`src/hw/rtl/rpr_pkg.sv`:
```
`timescale 1ns / 1ps
`default_nettype none

package rpr_pkg;

  localparam int unsigned MAX_POSITIONS = 2048;
  localparam int unsigned MAX_PAIRS     = 64;

  localparam int unsigned POS_W    = 16;
  localparam int unsigned PAIR_W   = 6;
  localparam int unsigned VAL_W    = 16;
  localparam int unsigned CFG_IDX_W  = 2;
  localparam int unsigned CFG_DATA_W = 12;
  localparam int unsigned PAIRS_FIELD_W = 7;

  localparam int unsigned ROWS_RESET  = 2048;
  localparam int unsigned PAIRS_RESET = 64;

  // remainder pipeline: position bits resolved per stage
  localparam int unsigned DIV_BITS   = 4;
  localparam int unsigned DIV_STAGES = POS_W / DIV_BITS;

  // q1.14 rounding
  localparam int unsigned FRAC_W = 14;

  typedef enum logic [CFG_IDX_W-1:0] {
    CFG_TABLE_ROWS   = 2'd0,
    CFG_ACTIVE_PAIRS = 2'd1,
    CFG_WRAP_MODE    = 2'd2
  } cfg_idx_e;

  typedef enum logic {
    REQ_WRITE  = 1'b0,
    REQ_ROTATE = 1'b1
  } req_e;

  typedef struct packed {
    req_e                    req_type;
    logic [POS_W-1:0]        position;
    logic [PAIR_W-1:0]       pair_index;
    logic signed [VAL_W-1:0] first_value;
    logic signed [VAL_W-1:0] second_value;
    logic signed [VAL_W-1:0] cos_value;
    logic signed [VAL_W-1:0] sin_value;
    logic                    err;
    logic                    beyond;
  } item_t;

endpackage

`default_nettype wire

```
`src/hw/rtl/rpr_rotate.sv`:
```
`timescale 1ns / 1ps
`default_nettype none

module rpr_rotate (
  input  wire logic                                clk_i,
  input  wire logic                                rst_ni,
  input  wire logic                                in_valid_i,
  output logic                                     in_ready_o,
  input  wire rpr_pkg::item_t                      in_item_i,
  input  wire logic        [rpr_pkg::VAL_W-1:0]    cos_i,
  input  wire logic        [rpr_pkg::VAL_W-1:0]    sin_i,
  output logic                                     out_valid_o,
  input  wire logic                                out_stall_i,
  output logic signed      [rpr_pkg::VAL_W-1:0]    rotated_first_o,
  output logic signed      [rpr_pkg::VAL_W-1:0]    rotated_second_o,
  output logic                                     saturated_o,
  output logic                                     index_error_o
);

  localparam int unsigned VW = rpr_pkg::VAL_W;
  localparam int unsigned PW = 2 * VW;
  localparam int unsigned SW = PW + 1;
  localparam int unsigned QW = SW + 1 - rpr_pkg::FRAC_W;

  localparam logic signed [SW:0] HALF_C = (SW + 1)'(1 << (rpr_pkg::FRAC_W - 1));
  localparam logic signed [QW-1:0] QMAX_C = QW'((1 << (VW - 1)) - 1);
  localparam logic signed [QW-1:0] QMIN_C = -QW'(1 << (VW - 1));

  // {clip flag, value}
  function automatic logic [VW:0] round_sat(input logic signed [SW-1:0] sum);
    logic signed [SW:0]   v;
    logic signed [QW-1:0] q;
    logic [VW:0]          r;
    v = (SW + 1)'(sum) + HALF_C;
    q = QW'(v >>> rpr_pkg::FRAC_W);
    if (q > QMAX_C) begin
      r = {1'b1, QMAX_C[VW-1:0]};
    end else if (q < QMIN_C) begin
      r = {1'b1, QMIN_C[VW-1:0]};
    end else begin
      r = {1'b0, q[VW-1:0]};
    end
    return r;
  endfunction

  logic                 en_m;
  logic                 en_r;
  logic                 m_v_q;
  logic                 m_zero_q;
  logic                 m_err_q;
  logic signed [PW-1:0] p0_q;
  logic signed [PW-1:0] p1_q;
  logic signed [PW-1:0] p2_q;
  logic signed [PW-1:0] p3_q;
  logic                 r_v_q;

  logic signed [SW-1:0] sum0;
  logic signed [SW-1:0] sum1;
  logic [VW:0]          res0;
  logic [VW:0]          res1;

  assign en_r       = !r_v_q || !out_stall_i;
  assign en_m       = !m_v_q || en_r;
  assign in_ready_o = en_m;

  always_ff @(posedge clk_i or negedge rst_ni) begin
    if (!rst_ni) begin
      m_v_q <= 1'b0;
      r_v_q <= 1'b0;
    end else begin
      if (en_m) begin
        m_v_q <= in_valid_i;
      end
      if (en_r) begin
        r_v_q <= m_v_q;
      end
    end
  end

  // multiply stage
  always_ff @(posedge clk_i) begin
    if (en_m && in_valid_i) begin
      p0_q     <= $signed(in_item_i.first_value) * $signed(cos_i);
      p1_q     <= $signed(in_item_i.second_value) * $signed(sin_i);
      p2_q     <= $signed(in_item_i.first_value) * $signed(sin_i);
      p3_q     <= $signed(in_item_i.second_value) * $signed(cos_i);
      m_zero_q <= (in_item_i.req_type == rpr_pkg::REQ_WRITE) || in_item_i.err;
      m_err_q  <= in_item_i.err;
    end
  end

  always_comb begin
    sum0 = SW'(p0_q) - SW'(p1_q);
    sum1 = SW'(p2_q) + SW'(p3_q);
    res0 = round_sat(sum0);
    res1 = round_sat(sum1);
  end

  // round and saturate, or zero for write and error beats, and hold the result beat
  always_ff @(posedge clk_i) begin
    if (en_r && m_v_q) begin
      if (m_zero_q) begin
        rotated_first_o  <= '0;
        rotated_second_o <= '0;
        saturated_o      <= 1'b0;
      end else begin
        rotated_first_o  <= res0[VW-1:0];
        rotated_second_o <= res1[VW-1:0];
        saturated_o      <= res0[VW] || res1[VW];
      end
      index_error_o <= m_err_q;
    end
  end

  assign out_valid_o = r_v_q;

endmodule

`default_nettype wire

```
`config.mk`:
```
export PLATFORM = sky130hd
export DESIGN_NAME = rpr_rotate
export DESIGN_NICKNAME = d
export VERILOG_FILES = /design/src/hw/rtl/rpr_pkg.sv /design/src/hw/rtl/rpr_rotate.sv
export SDC_FILE = /design/constraint.sdc
export NUM_CORES = 2
export LEC_CHECK = 0
export ABC_AREA = 1
export BUFFER_PORTS_ARGS = -buffer_cell sky130_fd_sc_hd__buf_2
export CORE_MARGIN = 2
export CORE_UTILIZATION = 50
export DETAILED_ROUTE_END_ITERATION = 16
export HOLD_SLACK_MARGIN = 0.06
export PLACE_DENSITY = 0.71
export SLEW_MARGIN = 20
export SYNTH_ARGS = -nofsm -noshare
export SYNTH_HDL_FRONTEND = slang
export SYNTH_SLANG_ARGS = --single-unit
```
`constraint.sdc`:
```
create_clock -name clk_i -period 3.8 [get_ports clk_i]
set_clock_uncertainty 0.1 [all_clocks]
set_input_delay 0.57 -clock clk_i [delete_from_list [all_inputs] [get_ports clk_i]]
set_output_delay 0.57 -clock clk_i [all_outputs]
set_load 0.02 [all_outputs]
```
* Yosys cells after proc, flatten, opt, wreduce, memory -nomap -nowiden *
Cells that the tools add are included.

operators by class
  mux-type cells = 4
  multipliers = 4
  reductions and logical operators = 11
  magnitude comparators = 4
  $add $sub $neg = 4
  bitwise gates (word level) = 1

operators by type and width
  operator                  count
  $mul A16 B16 Y32          4
  $add A33 B15 Y34 const B  2
  $mux W17                  4
  $gt A20 B16 Y1 const B    2
  $lt A20 B16 Y1 const B    2
  $add A32 B32 Y33          1
  $sub A32 B32 Y33          1
  $logic_or A1 B1 Y1        4
  $reduce_or A2 Y1          2
  $logic_not A1 Y1          3
  $logic_and A1 B1 Y1       2
  $not A1 Y1                1

word-level totals
  register bits = 166
  logic and storage cells = 42

* Longest topological paths before layout *
  depth after elaboration = 6
  mapped depth = 26
  gate-level depth less buffers = 25

* Least setup slack after synthesis *
Ideal clock, no wire load.

  path type = input port to flip-flop
  start point = input port in_item_i[49] (netlist name)
  end point = register p1_q[28] (data pin)
  setup time = 262 ps
  data arrival time = 5840 ps
  path buffers = 1
  slack = -2402 ps
  stages = 20
  cell sequence = clkbuf_1 > nand2_1 > inv_1 > fa_1 > fa_1 > fa_1 > fa_1 > fa_1 > inv_1 > fa_1 > inv_1 > ha_1 > nand2_1 > nor4_1 > nand2_1 > o211ai_1 > nand2_1 > nand2_1 > a21oi_1 > xor2_1

between the ends
  longest elaborated chain between the ends = 1

RTL lines
  element               line              source
  start, declared       rpr_rotate.sv:9   input wire rpr_pkg::item_t in_item_i,
  $mul A16 B16 Y32      rpr_rotate.sv:84  p1_q <= $signed(in_item_i.second_value) * $signed(sin_i);
  end signal, assigned  rpr_rotate.sv:84
  end, declared         rpr_rotate.sv:52  logic signed [PW-1:0] p1_q;

No other way between the ends.
A chain may end at the register's enable or synchronous reset.

* Worst setup path in the final report *
  start point = input port cos_i[12] (netlist name)
  end point = register p0_q[26] (data pin)

between the ends
  longest elaborated chain between the ends = 1

RTL lines
  element               line              source
  start, declared       rpr_rotate.sv:10  input wire logic [rpr_pkg::VAL_W-1:0] cos_i,
  $mul A16 B16 Y32      rpr_rotate.sv:83  p0_q <= $signed(in_item_i.first_value) * $signed(cos_i);
  end signal, assigned  rpr_rotate.sv:83
  end, declared         rpr_rotate.sv:51  logic signed [PW-1:0] p0_q;

No other way between the ends.

==> reports/metrics.yaml <==
placement:
  portBuffers: 105
  hpwl_microns: 124000
  gp_congestion: 0.937
  placed_cells: 8119
synth:
  synthMuxAreaShare_pct: 0
  yosys.area_share.adder_pct: 52.8
  synthXorXnorAreaFrac_pct: 3.05
  yosys-top-cells-count: "inv_1 (1881), nand2_1 (1520), fa_1 (1048)"
  synth_top_family_by_area: "adder cells"
  synth_top_area_share_pct: 41.6
  ys.flop_type: "edfxtp_1"
  netlist.top_cell.by_area: "fa_1"
  synthSimpleGateAreaFrac_pct: 14.4
  ys_ff_latch: 166
  synth.most_common_cell: "inv_1"
  ys_seq_area_share_pct: 9.86
  syn-num-nets: 7790
  ys_warn_count: 0
  synth-edff-count: 164
  synthTopCellsByArea: "fa_1 (42%), inv_1 (14%), nand2_1 (11%)"
  synth_compound_area_share_pct: 4.35
  synthCells: 6165
  async_reset_ff_share_pct: 1.20
  synth_area_per_cell_sq_um: 8.19
  synth_cell_types: 46
  syn_area_sq_um: 50500
critical_path:
  worst-path-buf-inv: 10
  cpPeakStageDelay_ns: 0.56
  crit_end: "p0_q[26]$_DFFE_PP_"
  critPathLaunch: "cos_i[12]"
  worst_ep_required_time_ns: 4.04
  critPathMaxFanout: 10
  timing.rr.start: "p2_q[31]$_DFFE_PP_"
  worst_setup_path_start_kind: "input pin"
  cpMaxStageDelayCell: "fa_1"
  arrival_ns: 5.86
  setup.worst_path.end_class: "flop"
  path_delay_family: "adder cells"
  reg2reg_slack_ns: 0.29
  worstSetupPathType: "input pin to flop"
  rr_worst_depth: 15
  r2r-end: "saturated_o$_SDFFCE_PP0P_"
  crit_top_cell: "fa_1"
  path_depth: 25
timing:
  layout_min_cycle_time_ns: 5.62
  setup_slack_ns: -1.82
  hold_viol: 0
  worst_pin_slew_ns: 1.02
  grt_setup_unrepaired: "true"
  drv_slew: 0
  layout_worst_path_cycle_share_pct: 148
  fmax_ghz: 0.178
  setup_viol: 104
  relSlewSlack_pct: 32.1
die:
  io_pins: 161
  die_h_microns: 322
  rows: 116
  core-area_sq_um: 100000
  dieArea_sq_um: 103000
  die_w_microns: 322
  initial_utilization_pct: 50.5
drt:
  routed_wl_microns: 165000
  avgRoutedWirePerCell_microns: 19.4
  drc: 0
  vias_per_cell: 5.17
  vias: 43800
  ant_nets: 0
  drtPass1Iterations: 6
  drt_iter0_drc: 3648
cells_and_area:
  drive_above_1_share_pct: 31.6
  fin_nets: 8784
  fin_cells: 8472
  regArea_sq_um: 4970
  multiInputGateArea_sq_um: 42800
  post-route-util_pct: 69.2
  fillers: 7193
  areaGrowthSynthToFinish_pct: 37.1
clock_network:
  htree_num_levels: 4
  cts_sinks: 166
  cts_tree: "done"
  cts_buffer_depth: 2
  cts-root-buf: "clkbuf_16"
  cts_buffers: 17
  clk_latency_ns: 0.52
  cts.clk_slew.worst_paths_ns: 0.08
global_routing:
  grt_use_total_pct: 31.4
  first_global_vias: 45700
  grt_overflow: 0
  antenna_found_initial: 3
  grt_pass1_wl_microns: 247000
  grt_start_max_net_pins: 131
outcome:
  status: "finished, violations left"
  violations: "negative setup slack"
hold_path:
  hp-class: "input pin to flop"
run:
  maxCapViolCount: 0
[worst min-delay path by stage]
stage	to	from	cells past startpoint
6_report	out_valid_o$_DFFE_PN0P_	out_stall_i	3
5_1_grt	m_err_q$_DFFE_PP_	in_item_i[1]	1
4_1_cts	out_valid_o$_DFFE_PN0P_	out_stall_i	3
3_5_place_dp	out_valid_o$_DFFE_PN0P_	rst_ni	1
3_3_place_gp	out_valid_o$_DFFE_PN0P_	rst_ni	1
2_1_floorplan	m_v_q$_DFFE_PN0N_	rst_ni	0
[cells in the final DEF (no fill, tap or decap), drive strengths merged, types with 6 or more instances in the layout]
cell type and instances:
nor2 202, nor3 23, clkinv 9, o21a 12, ha 452, and3 6, xor2 89, a31oi 11
clkbuf 27, edfxtp 164, a221oi 6, nand3 63, buf 1161, fa 1048, nor4 11, nand2 1536
o21bai 17, nand4 9, inv 1892, a21boi 6, xnor2 87, o21ai 84, a21o 10, a21oi 220
[cell families after synthesis]
family | after synthesis
AND/OR/NAND/NOR | 1858
adder cells (fa/ha/maj) | 1500
buffers and inverters | 2086
flip-flops | 166
XOR/XNOR | 176
AO/OA/AOI/OAI | 379
[timing repair]
action,4_1_cts,5_1_grt
cloned,22,9
resized for setup,781,579
hold buffers,1,0
hold endpoints to repair,2,0
endpoints found under the setup margin,106,106
setup buffers,167,160
pin swaps,404,482
[area by class of cell]
type                            instances  share of cell area, %
Clock buffer                           17                  0.615
Antenna cell                            2                0.00723
Inverter                             1886                   10.3
Clock inverter                         15                  0.226
Multi-Input combinational cell       3913                   61.9
Timing Repair Buffer                 1174                   17.4
Tap cell                             1298                   2.35
Sequential cell                       166                   7.19
Timing Repair inverter                  1                 0.0127
[per-stage QoR]
stage	TNS [ns]	cell area [sq um]	setup WS (ns)	hold WS (ns)
2_1_floorplan	-126.46	54000	-1.84	0.174
3_3_place_gp	-212.48	60600	-2.53	0.255
3_5_place_dp	-219.09	60600	-2.63	0.261
4_1_cts	-133.85	66000	-1.71	0.140
5_1_grt	-156.74	69200	-1.98	0.146
6_report	-145.51	69200	-1.82	0.157
[worst register-to-register path: cells and delay by family, from the launching register on]
family,cells,cell delay [ns]
buffers and inverters,2,0.27
AO/OA/AOI/OAI,3,0.74
adder cells (fa/ha/maj),2,0.69
AND/OR/NAND/NOR,8,0.97
flip-flops,1,0.47
[metal layers]
layer	up-vias	part of all wire, %	wire (microns)	GRT usage, %
met3	473	8.6	14200	5.93
met4	2	6.7	11000	16.2
met5	-	0.0073	12	0
met2	1870	47	76900	50.7
li1	19700	-	-	-
met1	21700	38	62500	40.4
[state kept, by name (all words and copies together) (netlist names)]
| signal | flops |
|---|---|
| out_valid_o | 1 |
| saturated_o | 1 |
| m_v_q | 1 |
| rotated_first_o | 16 |
| rotated_second_o | 16 |
| p2_q | 32 |
| m_zero_q | 1 |
| index_error_o | 1 |
| m_err_q | 1 |
| p0_q | 32 |
| p3_q | 32 |
| p1_q | 32 |
Power is not shown: default switching activity piles up to over one toggle a cycle in this logic, so the estimate is an artifact.
