<file path="src/hw/rtl/rpr_pkg.sv">
`timescale 1ns / 1ps
`default_nettype none

package rpr_pkg;

  localparam int unsigned MAX_POSITIONS = 2048;
  localparam int unsigned MAX_PAIRS     = 64;

  localparam int unsigned POS_W    = 16;
  localparam int unsigned PAIR_W   = 6;
  localparam int unsigned VAL_W    = 16;
  localparam int unsigned CFG_IDX_W  = 2;
  localparam int unsigned CFG_DATA_W = 12;
  localparam int unsigned PAIRS_FIELD_W = 7;

  localparam int unsigned ROWS_RESET  = 2048;
  localparam int unsigned PAIRS_RESET = 64;

  // remainder pipeline: position bits resolved per stage
  localparam int unsigned DIV_BITS   = 4;
  localparam int unsigned DIV_STAGES = POS_W / DIV_BITS;

  // q1.14 rounding
  localparam int unsigned FRAC_W = 14;

  typedef enum logic [CFG_IDX_W-1:0] {
    CFG_TABLE_ROWS   = 2'd0,
    CFG_ACTIVE_PAIRS = 2'd1,
    CFG_WRAP_MODE    = 2'd2
  } cfg_idx_e;

  typedef enum logic {
    REQ_WRITE  = 1'b0,
    REQ_ROTATE = 1'b1
  } req_e;

  typedef struct packed {
    req_e                    req_type;
    logic [POS_W-1:0]        position;
    logic [PAIR_W-1:0]       pair_index;
    logic signed [VAL_W-1:0] first_value;
    logic signed [VAL_W-1:0] second_value;
    logic signed [VAL_W-1:0] cos_value;
    logic signed [VAL_W-1:0] sin_value;
    logic                    err;
    logic                    beyond;
  } item_t;

endpackage

`default_nettype wire

</file>
<file path="src/hw/rtl/rpr_row_map.sv">
`timescale 1ns / 1ps
`default_nettype none

module rpr_row_map #(
  parameter int unsigned MAX_POSITIONS = rpr_pkg::MAX_POSITIONS,
  parameter int unsigned MAX_PAIRS     = rpr_pkg::MAX_PAIRS,
  localparam int unsigned CNT_W  = $clog2(MAX_POSITIONS + 1),
  localparam int unsigned ROW_W  = (MAX_POSITIONS > 1) ? $clog2(MAX_POSITIONS) : 1,
  localparam int unsigned DEPTH  = MAX_POSITIONS * MAX_PAIRS,
  localparam int unsigned ADDR_W = (DEPTH > 1) ? $clog2(DEPTH) : 1
) (
  input  wire logic              clk_i,
  input  wire logic              rst_ni,
  input  wire logic [CNT_W-1:0]  rows_i,
  input  wire logic              wrap_i,
  input  wire logic              in_valid_i,
  output logic                   in_ready_o,
  input  wire rpr_pkg::item_t    in_item_i,
  output logic                   out_valid_o,
  input  wire logic              out_ready_i,
  output rpr_pkg::item_t         out_item_o,
  output logic      [ADDR_W-1:0] out_addr_o
);

  localparam int unsigned NST = rpr_pkg::DIV_STAGES;
  localparam int unsigned DB  = rpr_pkg::DIV_BITS;
  localparam int unsigned PW  = rpr_pkg::POS_W;
  localparam logic [ADDR_W-1:0] PAIRS_C = ADDR_W'(MAX_PAIRS);

  // one restoring remainder step per position bit
  function automatic logic [CNT_W-1:0] rem_step(input logic [CNT_W-1:0] rem,
                                                input logic [DB-1:0]    bits,
                                                input logic [CNT_W-1:0] rows);
    logic [CNT_W:0]   acc;
    logic [CNT_W-1:0] r;
    r = rem;
    for (int j = DB - 1; j >= 0; j--) begin
      acc = {r, bits[j]};
      if (acc >= {1'b0, rows}) begin
        acc = acc - {1'b0, rows};
      end
      r = acc[CNT_W-1:0];
    end
    return r;
  endfunction

  logic [NST:0]       en;
  logic [NST-1:0]     v_q;
  rpr_pkg::item_t     item_q [NST];
  logic [CNT_W-1:0]   rem_q  [NST];
  logic [NST-1:0]     pv;
  rpr_pkg::item_t     pitem  [NST];
  logic [CNT_W-1:0]   prem   [NST];

  logic               a_v_q;
  rpr_pkg::item_t     a_item_q;
  logic [ADDR_W-1:0]  a_addr_q;
  logic [ADDR_W-1:0]  a_addr_d;
  logic [ROW_W-1:0]   row;
  logic [CNT_W-1:0]   rows_m1;

  for (genvar k = 0; k < NST; k++) begin : g_div
    if (k == 0) begin : g_first
      assign pv[k]    = in_valid_i;
      assign pitem[k] = in_item_i;
      assign prem[k]  = '0;
    end else begin : g_next
      assign pv[k]    = v_q[k-1];
      assign pitem[k] = item_q[k-1];
      assign prem[k]  = rem_q[k-1];
    end

    assign en[k] = !v_q[k] || en[k+1];

    always_ff @(posedge clk_i or negedge rst_ni) begin
      if (!rst_ni) begin
        v_q[k] <= 1'b0;
      end else if (en[k]) begin
        v_q[k] <= pv[k];
      end
    end

    always_ff @(posedge clk_i) begin
      if (en[k] && pv[k]) begin
        item_q[k] <= pitem[k];
        rem_q[k]  <= rem_step(prem[k], pitem[k].position[PW-1-k*DB -: DB], rows_i);
      end
    end
  end

  assign en[NST]    = !a_v_q || out_ready_i;
  assign in_ready_o = en[0];

  assign rows_m1 = rows_i - CNT_W'(1);

  always_comb begin
    if (!item_q[NST-1].beyond) begin
      row = item_q[NST-1].position[ROW_W-1:0];
    end else if (wrap_i) begin
      row = rem_q[NST-1][ROW_W-1:0];
    end else begin
      row = rows_m1[ROW_W-1:0];
    end
    a_addr_d = ADDR_W'(row) * PAIRS_C + ADDR_W'(item_q[NST-1].pair_index);
  end

  always_ff @(posedge clk_i or negedge rst_ni) begin
    if (!rst_ni) begin
      a_v_q <= 1'b0;
    end else if (en[NST]) begin
      a_v_q <= v_q[NST-1];
    end
  end

  always_ff @(posedge clk_i) begin
    if (en[NST] && v_q[NST-1]) begin
      a_item_q <= item_q[NST-1];
      a_addr_q <= a_addr_d;
    end
  end

  assign out_valid_o = a_v_q;
  assign out_item_o  = a_item_q;
  assign out_addr_o  = a_addr_q;

endmodule

`default_nettype wire

</file>
<file path="config.mk">
export PLATFORM = sky130hd
export DESIGN_NAME = rpr_row_map
export DESIGN_NICKNAME = d
export VERILOG_FILES = /design/src/hw/rtl/rpr_pkg.sv /design/src/hw/rtl/rpr_row_map.sv
export SDC_FILE = /design/constraint.sdc
export NUM_CORES = 1
export LEC_CHECK = 0
export ABC_AREA = 1
export BUFFER_PORTS_ARGS = -buffer_cell sky130_fd_sc_hd__buf_2
export CORE_UTILIZATION = 23
export DETAILED_ROUTE_END_ITERATION = 8
export GPL_TIMING_DRIVEN = 0
export SYNTH_ARGS = -nofsm -noshare
export SYNTH_HDL_FRONTEND = slang
export SYNTH_SLANG_ARGS = --single-unit
</file>
<file path="constraint.sdc">
create_clock -name clk_i -period 10.8 [get_ports clk_i]
set_input_delay 0 -clock clk_i [delete_from_list [all_inputs] [get_ports clk_i]]
set_output_delay 0 -clock clk_i [all_outputs]
set_load 0.005 [all_outputs]
</file>
## Word-level counts from Yosys, hierarchy flattened

Memories as Yosys holds them, arrays and structs flattened.
Index checks and enable logic that the tools add are counted.

| cells by class | value |
|---|---|
| add/subtract/negate cells | 18 |
| $lt $le $gt $ge | 16 |
| multiplexer cells | 42 |
| reduce and logical (&&, ||, !) cells | 15 |

Operator list:

| kind | number |
|---|---|
| $mux W12 | 32 |
| $ge A13 B12 Y1 | 15 |
| $sub A12 B12 Y12 | 15 |
| $mux W11 | 2 |
| $add A17 B6 Y17 | 1 |
| $ge A1 B12 Y1 | 1 |
| $sub A1 B12 Y12 | 1 |
| $sub A11 B1 Y11 const B | 1 |
| $mux W1 | 8 |
| $logic_and A1 B1 Y1 | 5 |
| $logic_not A1 Y1 | 5 |
| $logic_or A1 B1 Y1 | 5 |

| storage, ports and cells | value |
|---|---|
| register bits after elaboration | 111 |
| bits in writable memories | 404 |
| input port bits | 106 |
| output and inout bits | 108 |
| memories | 2 |

Memory list:

| name | words | width | rd ports | clocked after Yosys merged registers in | wr ports | RTL line | source |
|---|---|---|---|---|---|---|---|
| item_q | 4 | 89 | 4 | 0 | 4 | rpr_row_map.sv:49 | `rpr_pkg::item_t item_q [NST];` |
| rem_q | 4 | 12 | 4 | 0 | 4 | rpr_row_map.sv:50 | `logic [CNT_W-1:0] rem_q [NST];` |

## Depth between registers and ports, before layout

| depth | value |
|---|---|
| depth in word-level cells | 17 |
| mapped depth | 54 |
| gate-level depth less buffers | 50 |

## Least setup slack after synthesis

OpenSTA, ideal clock, no wires.

| timing path | value |
|---|---|
| kind | input to register |
| from | in rows_i[1] |
| to | mem rem_q[1][4] (netlist name), data pin |
| library setup time | 0.252 ns |
| arrival | 6.540 ns |
| data required time | 10.548 ns |
| slack | 4.008 ns |
| cell stages on the path | 50 |
| buffers on the path | 4 |
| cell sequence | inv_1 > ha_1 > nand2_1 > nor2_1 > nand2_1 > nand3_2 > nand2_2 > nand3_4 > inv_4 > buf_2 > nand2_1 > o21ai_1 > ha_1 > nand2_1 > nand2_1 > nand2_1 > nand2_1 > nand2_1 > (+14 left out) > nand2_1 > o21ai_0 > ha_1 > a31oi_1 > inv_1 > nand2_1 > nand2_1 > nand2_1 > nand2_1 > nand2_1 > nand2_1 > nand3_1 > nand2_1 > a21oi_1 > nand2_2 > buf_6 > nand2_1 > nand2_1 |

RTL lines:

| item | RTL line | source |
|---|---|---|
| start: declaration | rpr_row_map.sv:14 | `input wire logic [CNT_W-1:0] rows_i,` |
| end: declaration | rpr_row_map.sv:50 |  |

==> impl_results.rst <==
.. list-table::
   :header-rows: 1

   * - Metric
     - Value
   * - Path depth of the worst reg2reg path
     - between 40 and 50
   * - Min-Delay Startpoint
     - in_item_i[35]
   * - Width of the die
     - around 340 µm
   * - Mapped Cells
     - between 2000 and 3000
   * - Net Count, Synth
     - 2893
   * - # rows
     - ~130
   * - Hold EP
     - item_q[0][35]
   * - Max stage delay cell, worst path
     - sky130_fd_sc_hd__inv_1
   * - Storage cell area
     - approximately 15000 µm²
   * - Min-delay worst type
     - input port to register
   * - Post-synth EDFFs
     - 503
   * - Initial Utilization
     - 0.232
   * - Number of sinks on the clock net
     - 508
   * - Number of detailed-route iterations in the first pass
     - 5
   * - Core area
     - 116000 µm²
   * - H-tree Lvls
     - 2
   * - Area of the multi-input gates
     - between 10000 and 15000 µm²
   * - Clock tree from TritonCTS
     - yes
   * - Data required, critical path
     - 11250 ps
   * - Worst Tran Pin Value
     - 1370 ps
   * - Result of the run
     - finished, final reports clean
   * - Per-cell routed wire length
     - around 15 µm
   * - Number of top-level pins
     - about 210
   * - Portion of the post-synthesis area used by sequential elements
     - 0.565
   * - Die Ht
     - between 300 and 400 µm
   * - Total track usage
     - 0.113
   * - Unique cell type count in the Yosys netlist
     - a little under 60
   * - Portion of synthesized cell area occupied by the leading cell type
     - 0.561
   * - Most frequent cell on the critical path
     - sky130_fd_sc_hd__nand2_1
   * - Number of buffers added by the clock tree synthesis step
     - 52
   * - Master cell of the clock root buffer
     - sky130_fd_sc_hd__clkbuf_16
   * - Clock Tree Buf Depth
     - 3
   * - Worst clock skew on the final layout
     - between 70 and 80 ps
   * - Number of warning messages in the yosys log
     - 0
   * - Clock insertion delay at the later pin of the skew report
     - approximately 650 ps
   * - Number of global-route vias before repair
     - around 18000
   * - DRC violation count after routing
     - 0
   * - GRT overflow
     - 0
   * - Endpoint of the worst-slack reg-to-reg timing path
     - rem_q[1][5]
   * - Number of pins with negative max-slew slack in the final report
     - 0
   * - Period minus WS final
     - about 8600 ps
   * - Fraction of final layout cells with drive strength greater than 1
     - 0.144
   * - Worst stage delay on the critical path
     - approximately 840 ps
   * - Area growth from synthesis to layout
     - 22.6%
   * - Startpoint-to-endpoint class of the critical path
     - input port to register
   * - # hold bufs at CTS
     - slightly below 100
   * - Synth area leaders
     - sky130_fd_sc_hd__edfxtp_1, sky130_fd_sc_hd__nand2_1, sky130_fd_sc_hd__ha_1, sky130_fd_sc_hd__inv_1, sky130_fd_sc_hd__xor2_1
   * - Final setup fails
     - 0
   * - Number of hold violations in the final report
     - 0
   * - Post-CTS Resized
     - 0
   * - Net total in the final layout
     - ~3300
   * - Input/output buffers
     - ~210
   * - Number of fill cells
     - 12049
   * - Register-to-register path setup slack
     - about 2600 ps
   * - Maximum operating frequency
     - ~120 MHz
   * - Gpl congestion
     - 0.889
   * - Maximum number of pins on one net before global-route repair
     - 69
   * - Relative slew slack
     - 0.0850
   * - Routed vias
     - 19110
   * - Post-DP HPWL
     - 50500 µm
   * - Hold Path Cell Cnt
     - 2
   * - Clk slew on worst S/H paths
     - around 60 ps
   * - Maximum capacitance violations
     - 0
   * - Worst EP arrival
     - 9070 ps
   * - Worst R2R Start
     - rem_q[0][8]
   * - Post-detailed-route via-to-cell ratio
     - about 4.2
   * - Predominant post-synthesis flop cell
     - sky130_fd_sc_hd__edfxtp_1
   * - Initial antenna violation count
     - 4
   * - Yosys reg bits
     - just over 500
   * - Die area
     - between 100000 and 150000 µm²
   * - Post-synthesis async set-or-reset flop share
     - 0.00984
   * - Most numerous cell types in the synthesized netlist
     - sky130_fd_sc_hd__nand2_1, sky130_fd_sc_hd__edfxtp_1, sky130_fd_sc_hd__inv_1
   * - Post-CTS Repair Setup Buffers
     - 0
   * - Global-route wire length before repair
     - roughly 100000 µm
   * - Post-synthesis instance area
     - 26900 µm²
   * - Family with the most delay on the worst path
     - simple AND/OR/NAND/NOR gates
   * - Final period util
     - 0.798
   * - WP buf/inv
     - 13
   * - Number of design-rule violations left by the first detailed-router iteration
     - about 1300
   * - Synthesized area divided by synthesized cell count
     - around 10 µm²
   * - Crit start category
     - input port
   * - Fin Setup TNS
     - 0 ps
   * - Most common cell in the netlist
     - sky130_fd_sc_hd__nand2_1
   * - Endpoint type of the worst setup path
     - register
   * - Detailed Route WL
     - roughly 69000 µm
   * - Cell taking the most area after synthesis
     - sky130_fd_sc_hd__edfxtp_1
   * - Remaining number of nets flagged by the antenna check after routing
     - 0
   * - Unrepaired setup endpoints after global routing
     - false
   * - CP max FO
     - 17
[flip-flops by register name, summed over array words and instances (netlist names)]
name and flops:
out_item_o 88, pv 3, out_valid_o 1, v_q 1, out_addr_o 12, rem_q 47, item_q 356
[how the worst max path moves through the flow]
stage / start / end / cells past startpoint
2_1_floorplan: rows_i[1] / rem_q[1][4] / 50
4_1_cts: rows_i[6] / rem_q[1][8] / 50
3_3_place_gp: out_valid_o / item_q[0][39] / 11
5_1_grt: rows_i[3] / rem_q[2][0] / 50
6_report: rows_i[2] / rem_q[1][5] / 51
3_5_place_dp: rows_i[1] / rem_q[1][8] / 46
[per-layer routing]
metal | global-route usage | vias to the layer above | share of wire
met4 | 0.0354 | 2 | 0.028
met1 | 0.154 | 8941 | 0.46
met2 | 0.183 | 429 | 0.46
met3 | 0.0173 | 100 | 0.049
met5 | 0 | - | 0.00019
li1 | - | 9638 | -
[final cells by class]
type | instances | share of cell area
diodes | 2 | 0.000152
plain buffers | 39 | 0.00871
clock buffers | 62 | 0.0414
clock inverters | 35 | 0.0130
inverters | 319 | 0.0367
multi-input cells | 1723 | 0.310
flip-flops and latches | 508 | 0.461
well taps | 1524 | 0.0577
repair buffers | 325 | 0.0713
[cell families (layout without fill, tap and decap cells)]
family	after synthesis	after routing	synth area share
AO/OA/AOI/OAI	328	328	0.0699
XOR/XNOR	128	128	0.0416
AND/OR/NAND/NOR	1069	1069	0.172
adder cells (fa/ha/maj)	198	198	0.0962
other	0	2	0
buffers and inverters	358	780	0.0553
flip-flops	508	508	0.565
[cells in the final DEF, fill, tap and decap left out, drive strengths merged, types with 3 or more instances in the layout]
master         n
a211oi         5
a21boi         7
a21o           9
a21oi        145
a31oi          9
and2           3
buf          259
bufinv         6
clkbuf        68
clkinv        20
clkinvlp       4
dfrtp          5
dlygate4sd3   99
edfxtp       503
fa            15
ha           183
inv          324
nand2        675
nand3        168
nand3b         3
nand4         27
nor2         146
nor3          27
nor4           3
o2111ai        7
o211ai         7
o21a          10
o21ai        111
o21bai        10
or2           16
xnor2         37
xor2          91
[per-stage QoR]
stage	area (µm²)	setup WS (ps)	hold slack, ps	utilization	cells
floorplan	26900	4010	-296	-	2589
global placement	29900	1550	-175	0.257	4326
detailed placement	30200	2070	-170	0.260	4339
finish	33000	2180	83.6	0.284	4537
global route	33000	1320	65.3	0.284	4536
CTS	33000	2230	39.5	0.284	4535
Power is left out: the tool's default activity adds up to more than one toggle a clock period on the data nets, which glitch-free logic cannot reach.
